<file path="src/rtl/core/bpss_pkg.sv">
// ----------------------------------------------------------------------------
// bpss_pkg
// Shared widths, codes and types for the beacon period slot scheduler.
// ----------------------------------------------------------------------------
package bpss_pkg;

   localparam int SLOT_W    = 19;
   localparam int CALC_W    = 20;
   localparam int CFG_W     = 12;
   localparam int CFG_IDX_W = 3;
   localparam int COUNT_W   = 5;
   localparam int KIND_W    = 3;
   localparam int DEV_IDX_W = 4;

   localparam int DEF_MAX_DEVICES       = 16;
   localparam int DEF_MAX_SESSIONS      = 16;
   localparam int DEF_BLOCK_GUARD_SLOTS = 0;

   typedef enum logic [KIND_W-1:0] {
      KIND_BEACON   = 3'd0,
      KIND_PRS      = 3'd1,
      KIND_REQUEST  = 3'd2,
      KIND_AUTH     = 3'd3,
      KIND_GUARD    = 3'd4,
      KIND_RESPONSE = 3'd5,
      KIND_SUMMARY  = 3'd6
   } frame_kind_type;

   typedef enum logic [CFG_IDX_W-1:0] {
      CFG_BEACON     = 3'd0,
      CFG_PRS        = 3'd1,
      CFG_GAP        = 3'd2,
      CFG_REQUEST    = 3'd3,
      CFG_PROCESSING = 3'd4,
      CFG_AUTH       = 3'd5,
      CFG_GUARD      = 3'd6,
      CFG_RESPONSE   = 3'd7
   } cfg_index_type;

   typedef enum logic [3:0] {
      ST_IDLE,
      ST_BEACON,
      ST_PRS,
      ST_HEAD,
      ST_REQ,
      ST_REQ_END,
      ST_AUTH,
      ST_GUARD,
      ST_RESP_INIT,
      ST_RESP,
      ST_SUMMARY
   } state_type;

   typedef enum logic [3:0] {
      OP_NONE,
      OP_LOAD,
      OP_BEACON,
      OP_PRS,
      OP_HEAD,
      OP_REQ,
      OP_REQ_END,
      OP_AUTH,
      OP_GUARD,
      OP_RESP_INIT,
      OP_RESP,
      OP_SUMMARY
   } op_type;

   typedef struct packed {
      op_type op;
      logic   fire;
   } ctl_cmd_type;

   typedef struct packed {
      logic beacon_zero;
      logic prs_zero;
      logic dev_none;
      logic ses_none;
      logic dev_last;
      logic out_free;
   } ctl_status_type;

endpackage

</file>
<file path="src/rtl/core/bpss_channels.sv">
// ----------------------------------------------------------------------------
// bpss channels
// Valid/ready channel interfaces for grants and scheduled frame items.
// ----------------------------------------------------------------------------
interface bpss_req_if
   import bpss_pkg::*;
   ();
   logic               valid;
   logic               ready;
   logic [COUNT_W-1:0] device_count;
   logic [COUNT_W-1:0] session_count;

   modport source (output valid, output device_count, output session_count, input ready);
   modport sink (input valid, input device_count, input session_count, output ready);
endinterface

interface bpss_rsp_if
   import bpss_pkg::*;
   ();
   logic                 valid;
   logic                 ready;
   logic [KIND_W-1:0]    frame_kind;
   logic [DEV_IDX_W-1:0] device_index;
   logic [SLOT_W-1:0]    start_slot;
   logic [SLOT_W-1:0]    end_slot;
   logic                 last;
   logic [SLOT_W-1:0]    beacon_end;
   logic [SLOT_W-1:0]    request_end;
   logic [SLOT_W-1:0]    service_end;
   logic [SLOT_W-1:0]    guard_end;
   logic [SLOT_W-1:0]    response_start;
   logic [SLOT_W-1:0]    last_frame_end;
   logic [SLOT_W-1:0]    finish_slot;

   modport source (
      output valid, output frame_kind, output device_index, output start_slot,
      output end_slot, output last, output beacon_end, output request_end,
      output service_end, output guard_end, output response_start,
      output last_frame_end, output finish_slot, input ready
   );
   modport sink (
      input valid, input frame_kind, input device_index, input start_slot,
      input end_slot, input last, input beacon_end, input request_end,
      input service_end, input guard_end, input response_start,
      input last_frame_end, input finish_slot, output ready
   );
endinterface

</file>
<file path="src/rtl/core/bpss_ctrl.sv">
// ----------------------------------------------------------------------------
// bpss_ctrl
// Phase sequencer: walks one grant through head, requests, service block,
// responses and summary, one datapath step per cycle when not stalled.
// ----------------------------------------------------------------------------
module bpss_ctrl
   import bpss_pkg::*;
(
   input  logic           clock,
   input  logic           reset,
   input  logic           req_valid,
   output logic           req_ready,
   input  ctl_status_type status,
   output ctl_cmd_type    cmd
);

   state_type state_ff;
   state_type state_in;

   always_ff @(posedge clock) begin
      if (reset) begin
         state_ff <= ST_IDLE;
      end else begin
         state_ff <= state_in;
      end
   end

   // outputs
   always_comb begin
      cmd.op    = OP_NONE;
      cmd.fire  = 1'b0;
      req_ready = 1'b0;
      case (state_ff)
         ST_IDLE: begin
            req_ready = 1'b1;
            cmd.op    = OP_LOAD;
            cmd.fire  = req_valid;
         end
         ST_BEACON: begin
            cmd.op   = OP_BEACON;
            cmd.fire = status.beacon_zero | status.out_free;
         end
         ST_PRS: begin
            cmd.op   = OP_PRS;
            cmd.fire = status.prs_zero | status.out_free;
         end
         ST_HEAD: begin
            cmd.op   = OP_HEAD;
            cmd.fire = 1'b1;
         end
         ST_REQ: begin
            cmd.op   = OP_REQ;
            cmd.fire = status.out_free;
         end
         ST_REQ_END: begin
            cmd.op   = OP_REQ_END;
            cmd.fire = 1'b1;
         end
         ST_AUTH: begin
            cmd.op   = OP_AUTH;
            cmd.fire = status.out_free;
         end
         ST_GUARD: begin
            cmd.op   = OP_GUARD;
            cmd.fire = status.out_free;
         end
         ST_RESP_INIT: begin
            cmd.op   = OP_RESP_INIT;
            cmd.fire = 1'b1;
         end
         ST_RESP: begin
            cmd.op   = OP_RESP;
            cmd.fire = status.out_free;
         end
         ST_SUMMARY: begin
            cmd.op   = OP_SUMMARY;
            cmd.fire = status.out_free;
         end
         default: begin
            cmd.op   = OP_NONE;
            cmd.fire = 1'b0;
         end
      endcase
   end

   // next state
   always_comb begin
      state_in = state_ff;
      if (cmd.fire) begin
         case (state_ff)
            ST_IDLE:      state_in = ST_BEACON;
            ST_BEACON:    state_in = ST_PRS;
            ST_PRS:       state_in = ST_HEAD;
            ST_HEAD:      state_in = status.dev_none ? ST_REQ_END : ST_REQ;
            ST_REQ:       state_in = status.dev_last ? ST_REQ_END : ST_REQ;
            ST_REQ_END:   state_in = status.ses_none ? ST_RESP_INIT : ST_AUTH;
            ST_AUTH:      state_in = ST_GUARD;
            ST_GUARD:     state_in = ST_RESP_INIT;
            ST_RESP_INIT: state_in = status.dev_none ? ST_SUMMARY : ST_RESP;
            ST_RESP:      state_in = status.dev_last ? ST_SUMMARY : ST_RESP;
            ST_SUMMARY:   state_in = ST_IDLE;
            default:      state_in = ST_IDLE;
         endcase
      end
   end

endmodule

</file>
<file path="src/rtl/core/bpss_datapath.sv">
// ----------------------------------------------------------------------------
// bpss_datapath
// Slot cursor, phase boundary registers, settings and the result register.
// ----------------------------------------------------------------------------
module bpss_datapath
   import bpss_pkg::*;
#(
   parameter int MAX_DEVICES       = DEF_MAX_DEVICES,
   parameter int MAX_SESSIONS      = DEF_MAX_SESSIONS,
   parameter int BLOCK_GUARD_SLOTS = DEF_BLOCK_GUARD_SLOTS
) (
   input  logic                 clock,
   input  logic                 reset,
   input  logic                 csr_write_enable,
   input  logic [CFG_IDX_W-1:0] csr_index,
   input  logic [CFG_W-1:0]     csr_write_data,
   input  logic [COUNT_W-1:0]   req_device_count,
   input  logic [COUNT_W-1:0]   req_session_count,
   input  ctl_cmd_type          cmd,
   output ctl_status_type       status,
   bpss_rsp_if.source           rsp_ch
);

   localparam int DEV_W = $clog2(MAX_DEVICES + 1);
   localparam int SES_W = $clog2(MAX_SESSIONS + 1);
   localparam int LEN_W = CFG_W + SES_W;

   // settings
   logic [CFG_W-1:0] beacon_ff, prs_ff, gap_ff, request_ff;
   logic [CFG_W-1:0] processing_ff, auth_ff, guard_ff, response_ff;

   always_ff @(posedge clock) begin
      if (reset) begin
         beacon_ff     <= '0;
         prs_ff        <= '0;
         gap_ff        <= '0;
         request_ff    <= '0;
         processing_ff <= '0;
         auth_ff       <= '0;
         guard_ff      <= '0;
         response_ff   <= '0;
      end else if (csr_write_enable) begin
         case (cfg_index_type'(csr_index))
            CFG_BEACON:     beacon_ff     <= csr_write_data;
            CFG_PRS:        prs_ff        <= csr_write_data;
            CFG_GAP:        gap_ff        <= csr_write_data;
            CFG_REQUEST:    request_ff    <= csr_write_data;
            CFG_PROCESSING: processing_ff <= csr_write_data;
            CFG_AUTH:       auth_ff       <= csr_write_data;
            CFG_GUARD:      guard_ff      <= csr_write_data;
            CFG_RESPONSE:   response_ff   <= csr_write_data;
            default: ;
         endcase
      end
   end

   // working registers
   logic [DEV_W-1:0]  n_ff, n_in, dev_ff, dev_in;
   logic [SES_W-1:0]  k_ff, k_in;
   logic [LEN_W-1:0]  len_ff, len_in;
   logic [CALC_W-1:0] cur_ff, cur_in, ready_ff, ready_in;
   logic [CALC_W-1:0] bend_ff, bend_in, rend_ff, rend_in, send_ff, send_in;
   logic [CALC_W-1:0] gend_ff, gend_in, rstart_ff, rstart_in, lend_ff, lend_in;
   logic              any_ff, any_in;

   // result register
   logic                 out_valid_ff, out_valid_in;
   frame_kind_type       out_kind_ff, out_kind_in;
   logic [DEV_IDX_W-1:0] out_dev_ff, out_dev_in;
   logic [SLOT_W-1:0]    out_start_ff, out_start_in, out_end_ff, out_end_in;
   logic                 out_last_ff, out_last_in;
   logic [SLOT_W-1:0]    out_bend_ff, out_bend_in, out_rend_ff, out_rend_in;
   logic [SLOT_W-1:0]    out_send_ff, out_send_in, out_gend_ff, out_gend_in;
   logic [SLOT_W-1:0]    out_rstart_ff, out_rstart_in, out_lend_ff, out_lend_in;
   logic [SLOT_W-1:0]    out_fin_ff, out_fin_in;

   logic                 out_free;
   logic                 emit;
   frame_kind_type       emit_kind;
   logic [CALC_W-1:0]    emit_start, emit_end;
   logic [CALC_W-1:0]    req_end, resp_start, resp_end, fin;
   logic [DEV_W-1:0]     n_sat;
   logic [SES_W-1:0]     k_sat;

   assign out_free = ~out_valid_ff | rsp_ch.ready;

   assign status.beacon_zero = (beacon_ff == '0);
   assign status.prs_zero    = (prs_ff == '0);
   assign status.dev_none    = (n_ff == '0);
   assign status.ses_none    = (k_ff == '0);
   assign status.dev_last    = (dev_ff == n_ff - DEV_W'(1));
   assign status.out_free    = out_free;

   assign n_sat = (32'(req_device_count) > MAX_DEVICES) ? DEV_W'(MAX_DEVICES)
                                                          : DEV_W'(req_device_count);
   assign k_sat = (32'(req_session_count) > MAX_SESSIONS) ? SES_W'(MAX_SESSIONS)
                                                            : SES_W'(req_session_count);

   assign req_end    = cur_ff + CALC_W'(request_ff);
   assign resp_start = (cur_ff > ready_ff) ? cur_ff : ready_ff;
   assign resp_end   = resp_start + CALC_W'(response_ff);
   assign fin        = any_ff ? lend_ff + CALC_W'(BLOCK_GUARD_SLOTS) : '0;

   always_comb begin
      n_in       = n_ff;
      k_in       = k_ff;
      len_in     = len_ff;
      dev_in     = dev_ff;
      cur_in     = cur_ff;
      ready_in   = ready_ff;
      bend_in    = bend_ff;
      rend_in    = rend_ff;
      send_in    = send_ff;
      gend_in    = gend_ff;
      rstart_in  = rstart_ff;
      lend_in    = lend_ff;
      any_in     = any_ff;
      emit       = 1'b0;
      emit_kind  = KIND_BEACON;
      emit_start = cur_ff;
      emit_end   = cur_ff;
      if (cmd.fire) begin
         case (cmd.op)
            OP_LOAD: begin
               n_in   = n_sat;
               k_in   = k_sat;
               len_in = LEN_W'(auth_ff) * LEN_W'(k_sat);
               dev_in = '0;
               cur_in = '0;
               any_in = 1'b0;
            end
            OP_BEACON: begin
               if (!status.beacon_zero) begin
                  emit      = 1'b1;
                  emit_kind = KIND_BEACON;
                  emit_end  = cur_ff + CALC_W'(beacon_ff);
                  cur_in    = emit_end;
                  any_in    = 1'b1;
               end
            end
            OP_PRS: begin
               if (!status.prs_zero) begin
                  emit      = 1'b1;
                  emit_kind = KIND_PRS;
                  emit_end  = cur_ff + CALC_W'(prs_ff);
                  cur_in    = emit_end;
                  any_in    = 1'b1;
               end
            end
            OP_HEAD: begin
               if (cur_ff != '0) begin
                  cur_in = cur_ff + CALC_W'(gap_ff);
               end
               bend_in = cur_in;
            end
            OP_REQ: begin
               emit      = 1'b1;
               emit_kind = KIND_REQUEST;
               emit_end  = req_end;
               cur_in    = req_end + CALC_W'(gap_ff);
               if (dev_ff == '0) begin
                  ready_in = req_end + CALC_W'(processing_ff);
               end
               dev_in = dev_ff + DEV_W'(1);
               any_in = 1'b1;
            end
            OP_REQ_END: begin
               rend_in = cur_ff;
               send_in = cur_ff;
               gend_in = cur_ff;
            end
            OP_AUTH: begin
               emit      = 1'b1;
               emit_kind = KIND_AUTH;
               emit_end  = cur_ff + CALC_W'(len_ff);
               cur_in    = emit_end;
               send_in   = emit_end;
               any_in    = 1'b1;
            end
            OP_GUARD: begin
               emit      = 1'b1;
               emit_kind = KIND_GUARD;
               emit_end  = cur_ff + CALC_W'(guard_ff);
               gend_in   = emit_end;
               cur_in    = emit_end + CALC_W'(gap_ff);
            end
            OP_RESP_INIT: begin
               dev_in = '0;
               if (status.dev_none) begin
                  rstart_in = cur_ff;
                  lend_in   = (gend_ff > bend_ff) ? gend_ff : bend_ff;
               end else begin
                  lend_in = cur_ff;
               end
            end
            OP_RESP: begin
               emit       = 1'b1;
               emit_kind  = KIND_RESPONSE;
               emit_start = resp_start;
               emit_end   = resp_end;
               if (dev_ff == '0) begin
                  rstart_in = resp_start;
               end
               cur_in   = resp_end + CALC_W'(gap_ff);
               lend_in  = resp_end;
               ready_in = ready_ff + CALC_W'(request_ff) + CALC_W'(gap_ff);
               dev_in   = dev_ff + DEV_W'(1);
               any_in   = 1'b1;
            end
            OP_SUMMARY: begin
               emit       = 1'b1;
               emit_kind  = KIND_SUMMARY;
               emit_start = '0;
               emit_end   = '0;
            end
            default: ;
         endcase
      end
   end

   always_comb begin
      out_valid_in  = out_valid_ff & ~rsp_ch.ready;
      out_kind_in   = out_kind_ff;
      out_dev_in    = out_dev_ff;
      out_start_in  = out_start_ff;
      out_end_in    = out_end_ff;
      out_last_in   = out_last_ff;
      out_bend_in   = out_bend_ff;
      out_rend_in   = out_rend_ff;
      out_send_in   = out_send_ff;
      out_gend_in   = out_gend_ff;
      out_rstart_in = out_rstart_ff;
      out_lend_in   = out_lend_ff;
      out_fin_in    = out_fin_ff;
      if (emit) begin
         out_valid_in = 1'b1;
         out_kind_in  = emit_kind;
         out_start_in = emit_start[SLOT_W-1:0];
         out_end_in   = emit_end[SLOT_W-1:0];
         if (emit_kind == KIND_REQUEST || emit_kind == KIND_RESPONSE) begin
            out_dev_in = DEV_IDX_W'(dev_ff);
         end else begin
            out_dev_in = '0;
         end
         if (emit_kind == KIND_SUMMARY) begin
            out_last_in   = 1'b1;
            out_bend_in   = bend_ff[SLOT_W-1:0];
            out_rend_in   = rend_ff[SLOT_W-1:0];
            out_send_in   = send_ff[SLOT_W-1:0];
            out_gend_in   = gend_ff[SLOT_W-1:0];
            out_rstart_in = rstart_ff[SLOT_W-1:0];
            out_lend_in   = lend_ff[SLOT_W-1:0];
            out_fin_in    = fin[SLOT_W-1:0];
         end else begin
            out_last_in   = 1'b0;
            out_bend_in   = '0;
            out_rend_in   = '0;
            out_send_in   = '0;
            out_gend_in   = '0;
            out_rstart_in = '0;
            out_lend_in   = '0;
            out_fin_in    = '0;
         end
      end
   end

   always_ff @(posedge clock) begin
      if (reset) begin
         out_valid_ff <= 1'b0;
      end else begin
         out_valid_ff <= out_valid_in;
      end
   end

   always_ff @(posedge clock) begin
      n_ff          <= n_in;
      k_ff          <= k_in;
      len_ff        <= len_in;
      dev_ff        <= dev_in;
      cur_ff        <= cur_in;
      ready_ff      <= ready_in;
      bend_ff       <= bend_in;
      rend_ff       <= rend_in;
      send_ff       <= send_in;
      gend_ff       <= gend_in;
      rstart_ff     <= rstart_in;
      lend_ff       <= lend_in;
      any_ff        <= any_in;
      out_kind_ff   <= out_kind_in;
      out_dev_ff    <= out_dev_in;
      out_start_ff  <= out_start_in;
      out_end_ff    <= out_end_in;
      out_last_ff   <= out_last_in;
      out_bend_ff   <= out_bend_in;
      out_rend_ff   <= out_rend_in;
      out_send_ff   <= out_send_in;
      out_gend_ff   <= out_gend_in;
      out_rstart_ff <= out_rstart_in;
      out_lend_ff   <= out_lend_in;
      out_fin_ff    <= out_fin_in;
   end

   assign rsp_ch.valid          = out_valid_ff;
   assign rsp_ch.frame_kind     = out_kind_ff;
   assign rsp_ch.device_index   = out_dev_ff;
   assign rsp_ch.start_slot     = out_start_ff;
   assign rsp_ch.end_slot       = out_end_ff;
   assign rsp_ch.last           = out_last_ff;
   assign rsp_ch.beacon_end     = out_bend_ff;
   assign rsp_ch.request_end    = out_rend_ff;
   assign rsp_ch.service_end    = out_send_ff;
   assign rsp_ch.guard_end      = out_gend_ff;
   assign rsp_ch.response_start = out_rstart_ff;
   assign rsp_ch.last_frame_end = out_lend_ff;
   assign rsp_ch.finish_slot    = out_fin_ff;

endmodule

</file>
<file path="src/rtl/core/beacon_period_slot_scheduler.sv">
// ----------------------------------------------------------------------------
// beacon_period_slot_scheduler
// Lays out one beacon period per grant as a run of frame items and a summary.
//
// req_ch carries one grant (device_count, session_count); it is taken only
// while no grant is in progress. rsp_ch returns the frames in air order:
// beacon, prs, one request per device, service block and packet guard when
// there are sessions, one response per device, then a summary item with
// last set. A grant of n devices gives up to 2n+5 items.
// The sequencer emits items through a single output register, loading
// the next as the held one is taken. From one accept to the next, a
// grant passes the accept step, a step per head frame even when it is
// empty, the boundary steps between phases and a step per emitted
// frame. A non-empty beacon is the first item, registered after the
// beacon step. When rsp_ch stalls, the output register holds its item
// and the sequencer waits; nothing is dropped. Settings are to be
// written on the csr port only while the block is idle; the block does
// not enforce this. Synchronous reset clears the settings to zero and
// returns the sequencer to idle with no item pending.
// ----------------------------------------------------------------------------
module beacon_period_slot_scheduler
   import bpss_pkg::*;
#(
   parameter int MAX_DEVICES       = DEF_MAX_DEVICES,
   parameter int MAX_SESSIONS      = DEF_MAX_SESSIONS,
   parameter int BLOCK_GUARD_SLOTS = DEF_BLOCK_GUARD_SLOTS
) (
   input  logic                 clock,
   input  logic                 reset,
   input  logic                 csr_write_enable,
   input  logic [CFG_IDX_W-1:0] csr_index,
   input  logic [CFG_W-1:0]     csr_write_data,
   bpss_req_if.sink             req_ch,
   bpss_rsp_if.source           rsp_ch
);

   ctl_cmd_type    cmd;
   ctl_status_type status;

   bpss_ctrl u_ctrl (
      .clock     (clock),
      .reset     (reset),
      .req_valid (req_ch.valid),
      .req_ready (req_ch.ready),
      .status    (status),
      .cmd       (cmd)
   );

   bpss_datapath #(
      .MAX_DEVICES       (MAX_DEVICES),
      .MAX_SESSIONS      (MAX_SESSIONS),
      .BLOCK_GUARD_SLOTS (BLOCK_GUARD_SLOTS)
   ) u_datapath (
      .clock             (clock),
      .reset             (reset),
      .csr_write_enable  (csr_write_enable),
      .csr_index         (csr_index),
      .csr_write_data    (csr_write_data),
      .req_device_count  (req_ch.device_count),
      .req_session_count (req_ch.session_count),
      .cmd               (cmd),
      .status            (status),
      .rsp_ch            (rsp_ch)
   );

endmodule

</file>
<file path="src/flat_wrapper.sv">
// flat-port wrapper written by rule: the top's interface ports become plain ports
module beacon_period_slot_scheduler_flat import bpss_pkg::*;
#(
   parameter int MAX_DEVICES       = DEF_MAX_DEVICES,
   parameter int MAX_SESSIONS      = DEF_MAX_SESSIONS,
   parameter int BLOCK_GUARD_SLOTS = DEF_BLOCK_GUARD_SLOTS
)
  (clock, reset, csr_write_enable, csr_index, csr_write_data, req_ch_valid, req_ch_device_count, req_ch_session_count, req_ch_ready, rsp_ch_valid, rsp_ch_frame_kind, rsp_ch_device_index, rsp_ch_start_slot, rsp_ch_end_slot, rsp_ch_last, rsp_ch_beacon_end, rsp_ch_request_end, rsp_ch_service_end, rsp_ch_guard_end, rsp_ch_response_start, rsp_ch_last_frame_end, rsp_ch_finish_slot, rsp_ch_ready);
  bpss_req_if req_ch_i ();
  bpss_rsp_if rsp_ch_i ();
  input  logic clock;
  input  logic reset;
  input  logic csr_write_enable;
  input  logic [CFG_IDX_W-1:0] csr_index;
  input  logic [CFG_W-1:0] csr_write_data;
  input wire logic [$bits(req_ch_i.valid)-1:0] req_ch_valid;
  input wire logic [$bits(req_ch_i.device_count)-1:0] req_ch_device_count;
  input wire logic [$bits(req_ch_i.session_count)-1:0] req_ch_session_count;
  output wire logic [$bits(req_ch_i.ready)-1:0] req_ch_ready;
  output wire logic [$bits(rsp_ch_i.valid)-1:0] rsp_ch_valid;
  output wire logic [$bits(rsp_ch_i.frame_kind)-1:0] rsp_ch_frame_kind;
  output wire logic [$bits(rsp_ch_i.device_index)-1:0] rsp_ch_device_index;
  output wire logic [$bits(rsp_ch_i.start_slot)-1:0] rsp_ch_start_slot;
  output wire logic [$bits(rsp_ch_i.end_slot)-1:0] rsp_ch_end_slot;
  output wire logic [$bits(rsp_ch_i.last)-1:0] rsp_ch_last;
  output wire logic [$bits(rsp_ch_i.beacon_end)-1:0] rsp_ch_beacon_end;
  output wire logic [$bits(rsp_ch_i.request_end)-1:0] rsp_ch_request_end;
  output wire logic [$bits(rsp_ch_i.service_end)-1:0] rsp_ch_service_end;
  output wire logic [$bits(rsp_ch_i.guard_end)-1:0] rsp_ch_guard_end;
  output wire logic [$bits(rsp_ch_i.response_start)-1:0] rsp_ch_response_start;
  output wire logic [$bits(rsp_ch_i.last_frame_end)-1:0] rsp_ch_last_frame_end;
  output wire logic [$bits(rsp_ch_i.finish_slot)-1:0] rsp_ch_finish_slot;
  input wire logic [$bits(rsp_ch_i.ready)-1:0] rsp_ch_ready;
  assign req_ch_i.valid = req_ch_valid;
  assign req_ch_i.device_count = req_ch_device_count;
  assign req_ch_i.session_count = req_ch_session_count;
  assign req_ch_ready = req_ch_i.ready;
  assign rsp_ch_valid = rsp_ch_i.valid;
  assign rsp_ch_frame_kind = rsp_ch_i.frame_kind;
  assign rsp_ch_device_index = rsp_ch_i.device_index;
  assign rsp_ch_start_slot = rsp_ch_i.start_slot;
  assign rsp_ch_end_slot = rsp_ch_i.end_slot;
  assign rsp_ch_last = rsp_ch_i.last;
  assign rsp_ch_beacon_end = rsp_ch_i.beacon_end;
  assign rsp_ch_request_end = rsp_ch_i.request_end;
  assign rsp_ch_service_end = rsp_ch_i.service_end;
  assign rsp_ch_guard_end = rsp_ch_i.guard_end;
  assign rsp_ch_response_start = rsp_ch_i.response_start;
  assign rsp_ch_last_frame_end = rsp_ch_i.last_frame_end;
  assign rsp_ch_finish_slot = rsp_ch_i.finish_slot;
  assign rsp_ch_i.ready = rsp_ch_ready;
  beacon_period_slot_scheduler #(.MAX_DEVICES(MAX_DEVICES), .MAX_SESSIONS(MAX_SESSIONS), .BLOCK_GUARD_SLOTS(BLOCK_GUARD_SLOTS)) u_core (.clock(clock), .reset(reset), .csr_write_enable(csr_write_enable), .csr_index(csr_index), .csr_write_data(csr_write_data), .req_ch(req_ch_i), .rsp_ch(rsp_ch_i));
endmodule
</file>
<file path="config.mk">
export PLATFORM = sky130hd
export DESIGN_NAME = beacon_period_slot_scheduler_flat
export DESIGN_NICKNAME = d
export VERILOG_FILES = /design/src/rtl/core/bpss_pkg.sv /design/src/rtl/core/bpss_channels.sv /design/src/rtl/core/bpss_ctrl.sv /design/src/rtl/core/bpss_datapath.sv /design/src/rtl/core/beacon_period_slot_scheduler.sv /design/src/flat_wrapper.sv
export SDC_FILE = /design/constraint.sdc
export NUM_CORES = 1
export LEC_CHECK = 0
export ABC_AREA = 1
export BUFFER_PORTS_ARGS = -buffer_cell sky130_fd_sc_hd__buf_2
export CAP_MARGIN = 20
export CORE_ASPECT_RATIO = 0.75
export CORE_MARGIN = 10
export CORE_UTILIZATION = 50
export DETAILED_ROUTE_END_ITERATION = 10
export HOLD_SLACK_MARGIN = 0.08
export PLACE_DENSITY = 0.67
export SLEW_MARGIN = 5
export SYNTH_ARGS = -nofsm -noshare
export SYNTH_HDL_FRONTEND = slang
export SYNTH_SLANG_ARGS = --single-unit
</file>
<file path="constraint.sdc">
create_clock -name clock -period 7.75 [get_ports clock]
set_clock_uncertainty 0.05 [all_clocks]
set_input_delay 0.775 -clock clock [delete_from_list [all_inputs] [get_ports clock]]
set_output_delay 0.775 -clock clock [all_outputs]
set_load 0.03 [all_outputs]
</file>
# Yosys cells after proc, flatten, opt, wreduce, memory -nomap -nowiden
# Cells that the tools add are included.
# word_totals
ff_bits,469
latch_bits,0
mem_bits_rw,0
romBits,0
output_inout_bits,181
wordCells,179
memories,0
# classes
add_sub_neg,15
multipliers,1
div,0
order_cmp,4
n_eq_ne,37
n_shift,0
muxes,41
n_bitwise,6
n_reduce_logical,40
# ops
op,n
$add A20 B12 Y20,12
$pmux W20 S8,1
$pmux W19 S2,4
$pmux W19 S7,1
$mux W19,6
$mux W20,5
$pmux W20 S2,2
$pmux W5 S11,1
$gt A20 B20 Y1,2
$pmux W4 S10,1
$reduce_and A2 Y1,17
$eq A4 B3 Y1 const B,8
$eq A4 B4 Y1 const B,7
$logic_not A12 Y1,2
$add A20 B17 Y20,1
$reduce_bool A20 Y1,1
$eq A3 B3 Y1 const B,6
$pmux W3 S6,1
$mul A12 B5 Y17,1
$eq A4 B2 Y1 const B,4
$logic_not A5 Y1,3
$mux W1,11
$gt A5 B5 Y1 const B,2
$pmux W5 S2,1
other kinds (28),44

# Longest topological paths before layout
# logic_depth
depth_word,9
mapped_depth,44
ltp_nobuf,41

# By module
# From an unflattened synthesis, not the netlist that was laid out.
# unflattened
cells_unflattened,3462
hier_area_um2,29311.9
# by_module_without_submodules
module,instances,cells_each,area_each_um2,seq_area_each_um2
bpss_datapath,1,3369,28816.4,12992.5
bpss_ctrl,1,93,495.5,80.1

# Worst setup path after synthesis
# OpenSTA, ideal clock, no wires.
# synth_path
path_type,flip-flop to flip-flop
from,register u_core.u_ctrl.state_ff[2]
to,"register u_core.u_datapath.out_bend_ff[0] (netlist: u_core.u_datapath.rsp_ch.beacon_end[0]), enable pin"
setup_time_ns,0.532
t_arrival_ns,5.136
path_slack_ns,2.032
path_stages_with_launch,14
n_path_buf,1
period_less_slack_ns,5.718
path_cell_list,dfxtp_1 -> inv_1 -> nor2_1 -> inv_1 -> nor2_1 -> nor2_4 -> inv_2 -> nor4_2 -> nand2_1 -> nand2_2 -> inv_2 -> buf_2 -> nand2_1 -> inv_1
# synth_via
elab_chain_len,6
# synth_rtl
element,line,source
from (decl),bpss_ctrl.sv:17,state_type state_ff;
from (signal assigned),bpss_ctrl.sv:24,state_ff <= state_in;
$eq A4 B4 Y1 (tied with other cells),bpss_ctrl.sv:33,case (state_ff)
$pmux W5 S11 *,bpss_ctrl.sv:33,
$eq A4 B4 Y1 / $eq A4 B3 Y1 (equally long branches),bpss_datapath.sv:123,case (cmd.op)
$reduce_or A5 Y1 (no line),--,
$pmux W1 S3,bpss_datapath.sv:123,
$mux W1 *,bpss_datapath.sv:122,if (cmd.fire) begin
net u_core.u_datapath.emit,bpss_datapath.sv:78,logic emit;
to (signal assigned),bpss_datapath.sv:294,out_bend_ff <= out_bend_in;
to (decl),bpss_datapath.sv:72,"logic [SLOT_W-1:0] out_bend_ff, out_bend_in, out_rend_ff, out_rend_in;"
# The timed path passes the listed nets; every way through them passes the cells marked *.
# A chain may end at the register's enable or synchronous reset.

# Worst setup path after layout
# layout_path
from,register u_core.u_datapath.cur_ff[19]
to,register u_core.u_datapath.cur_ff[19] (data pin)
# layout_via
elab_chain_len,5
# layout_rtl
element,line,source
from (decl),bpss_datapath.sv:61,"logic [CALC_W-1:0] cur_ff, cur_in, ready_ff, ready_in;"
from (signal assigned),bpss_datapath.sv:280,cur_ff <= cur_in;
$gt A20 B20 Y1,bpss_datapath.sv:100,assign resp_start = (cur_ff > ready_ff) ? cur_ff : ready_ff;
$mux W20,bpss_datapath.sv:100,
$add A20 B12 Y20,bpss_datapath.sv:101,assign resp_end = resp_start + CALC_W'(response_ff);
$add A20 B12 Y20,bpss_datapath.sv:204,cur_in = resp_end + CALC_W'(gap_ff);
$pmux W20 S8 *,bpss_datapath.sv:123,
# Mark *: on every way between the ends. The rest lies on a longest branch, timed or not.

==> impl_results.md <==
* Status: complete, no violations
* CTS Sinks at 469
* Max Slew Vio Count at 0
* Setup crit end kind: flip-flop
* Fraction of layout instances using a drive strength above 1 at between 10% and 20%
* Sequential element share of the synthesized area at between 40% and 50%
* Routed via count at ~26000
* Diode count at 0
* Synthesized area at between 20000 and 30000 µm²
* Max Cap Viol at 0
* Avg Cell Area, Syn at approximately 8.4 µm²
* WP data required at 8.05 ns
* Syn_nets at roughly 3700
* Post-synth EDFFs at between 300 and 400
* Worst R2R End: u_core.u_datapath.cur_ff[19]
* Site Rows at 76
* Fmax at 147 MHz
* Buf/Inv on CP at 6
* Synth Area in Compound Gates at 13.4%
* Setup repair after global routing missed its margin: no
* Yosys top cell area share at 37.8%
* Drc violations at 0
* Crit path depth at 37
* Routed len/inst at 23.7 µm
* Vias per cell at ~5.8
* Vias in the first global route at around 23000
* Post-CTS Hold Buffers at 0
* Max-slew headroom at about 28%
* First-pass GRT wire length at approximately 150000 µm
* Most frequent CP cell: nand2_1
* Clk slew on worst S/H paths at roughly 0.06 ns
* Flops & latches, synth at approximately 470
* Peak supply drop at around 200 µV
* CTS max path bufs at 3
* Largest net degree at the start of global routing at approximately 90
* Initial core utilization at between 50% and 60%
* PostCTS Resize Cnt at 0
* Worst slack, placed at about 1.2 ns
* Setup ws final at a little under 1 ns
* Synth Area in Simple Gates at slightly above 20%
* Core area at between 50000 and 60000 µm²
* Most frequent cells in the layout: 755 x nand2_1, 445 x inv_1, 369 x nor2_1
* Worst skew pair latency at around 0.6 ns
* Critical path class: reg -> reg
* Largest cells by area after synthesis: edfxtp_1 38%, nand2_1 9.7%, ha_1 8.4%
* Yosys warns at 0
* Startpoint types: flip-flop
* CTS Root Cell: clkbuf_16
* Cells after Synth at about 3500
* Gpl congestion at 1.04
* P per Cell Area at about 300 nW/µm²
* HP Class: in -> reg
* R2R setup slack at around 0.96 ns
* Pre-antenna DRT Iters at 8
* Width of the die at 299 µm
* Initial DRC count at about 3500
* CP max-delay cell: edfxtp_1
* Mux cell area share after synthesis at 0%
* Area Growth Syn to Fin at 12.9%
* Initial antenna violation count at 2
* Fin crit period at around 6.8 ns
* Overall Global Routing Usage at 29.9%
* Overflow after GRT at 0
* # Post-CTS Setup Buffers at 0
* Number of I/O pins at around 210
* XOR/XNOR Fraction of Synth Area at 2.09%
* Final worst-path cycle share at a little under 90%
* Commonest non-fill, non-tap cell in the layout: nand2_1
* Final Net Count at ~4000
* Worst r2r path cells at 37
* Critical path destination: u_core.u_datapath.cur_ff[19]
* CTS buffer count at ~50
* Ys async rst share at 0%
* TNS Setup at 0 ns
* Hold Violations, Final at 0
* Adder-cell share of the synthesized area at a little under an eighth
* Area leader, netlist: edfxtp_1
* CP Max Fanout at 21
* Crit. Startpoint: u_core.u_datapath.cur_ff[19]
* H-tree depth at 2
* Worst-Margin Slew at 1.07 ns
* Worst R2R Start: u_core.u_datapath.cur_ff[19]
* DP HPWL at between 80000 and 90000 µm
* Worst EP arrival at slightly above 7 ns
* Die Ht at around 230 µm
* Critical path's largest stage delay at ~0.56 ns
* Main flop type after synthesis: edfxtp_1
* Post-DRT Antenna Nets at 0
* Netlist cell types at 58
* CTS tree: done
* WL final at 106000 µm
* Die ar. at roughly 70000 µm²
* LEAKAGE at between 10 and 15 nW
* Number of port buffers at 210
* CP top delay family: simple AND/OR/NAND/NOR gates
* Final setup fails at 0
* Combinational family with the most area after synthesis: simple AND/OR/NAND/NOR gates
metrics by stage:
step / total power, mW / utilization, % / area, µm² / hold WS [ns] / std cells
floorplan: 6.01 / - / 29200 / 0.394 / 3463
global placement: 7.56 / 54.2 / 31200 / 0.404 / 4386
detailed placement: 7.54 / 54.2 / 31200 / 0.412 / 4387
CTS: 10.1 / 57.2 / 33000 / 0.312 / 4477
global route: 10.7 / 57.3 / 33000 / 0.321 / 4480
finish: 10.2 / 57.3 / 33000 / 0.335 / 4480
synth_stat cells (23+ instances only):
cell type / number
o211ai_1: 23
o21ai_0: 197
xor2_1: 56
nand3_1: 149
a21oi_1: 286
dfxtp_1: 101
nor2_1: 376
nand4_1: 30
o22ai_1: 32
or2_2: 23
nand2_1: 755
fa_1: 52
inv_1: 446
ha_1: 196
edfxtp_1: 368
clkbuf_1: 88
flip-flops by register name, indices dropped and copies added (netlist names), 17 cells and up:
name                                     count
u_core.u_datapath.rend_ff                   19
u_core.u_datapath.rsp_ch.beacon_end         19
u_core.u_datapath.rsp_ch.start_slot         19
u_core.u_datapath.rsp_ch.finish_slot        19
u_core.u_datapath.len_ff                    17
u_core.u_datapath.rsp_ch.response_start     19
u_core.u_datapath.rsp_ch.guard_end          19
u_core.u_datapath.rsp_ch.request_end        19
u_core.u_datapath.cur_ff                    20
u_core.u_datapath.ready_ff                  20
u_core.u_datapath.gend_ff                   20
u_core.u_datapath.rstart_ff                 19
u_core.u_datapath.bend_ff                   20
u_core.u_datapath.send_ff                   19
u_core.u_datapath.rsp_ch.service_end        19
u_core.u_datapath.rsp_ch.end_slot           19
u_core.u_datapath.rsp_ch.last_frame_end     19
u_core.u_datapath.lend_ff                   19
cell type report:
cell class | instances | area, µm²
timing repair buffer | 267 | 1530
clock inverter | 31 | 355
sequential | 469 | 13100
fill | 5301 | 24600
clock buffer | 59 | 1360
multi-input combinational | 2417 | 14000
inverter | 457 | 1730
tap | 780 | 976
cell families after synthesis:
family                     Yosys count
AOI/OAI and AO/OA                  685
xor gates and xnor gates            69
adders and majority gates          248
buffers and inverters              577
DFF                                469
and+or+nand+nor                   1415
routing by layer:
metal	wire length, µm	part of all wire [%]	track usage [%]	vias to the layer above
met5	13	0.012	0	-
met4	3070	2.9	8.41	2
li1	-	-	-	12100
met2	43100	41	41.6	1428
met3	12500	12	7.97	165
met1	47700	45	44.7	12300
worst min-delay path by stage:
stage                                             startpoint                            endpoint  slack (ns)  cells after the start
after detailed placement  u_core.u_datapath.processing_ff[0]  u_core.u_datapath.processing_ff[0]        0.41                      2
after global routing                  req_ch_device_count[4]           u_core.u_datapath.n_ff[4]        0.32                      1
after floorplan           u_core.u_datapath.processing_ff[0]  u_core.u_datapath.processing_ff[0]        0.39                      2
after CTS                             req_ch_device_count[4]           u_core.u_datapath.n_ff[4]        0.31                      1
after global placement    u_core.u_datapath.processing_ff[6]  u_core.u_datapath.processing_ff[6]        0.40                      2
final                                 req_ch_device_count[4]           u_core.u_datapath.n_ff[4]        0.34                      1
power by group:
part           total, mW  switching (mW)  leakage, nW  internal (mW)
Combinational       4.33            3.14         9.74           1.18
Clock               2.54            1.07        0.840           1.47
Sequential          3.34           0.154         4.27           3.18
Power figures use the tool's default switching activity.
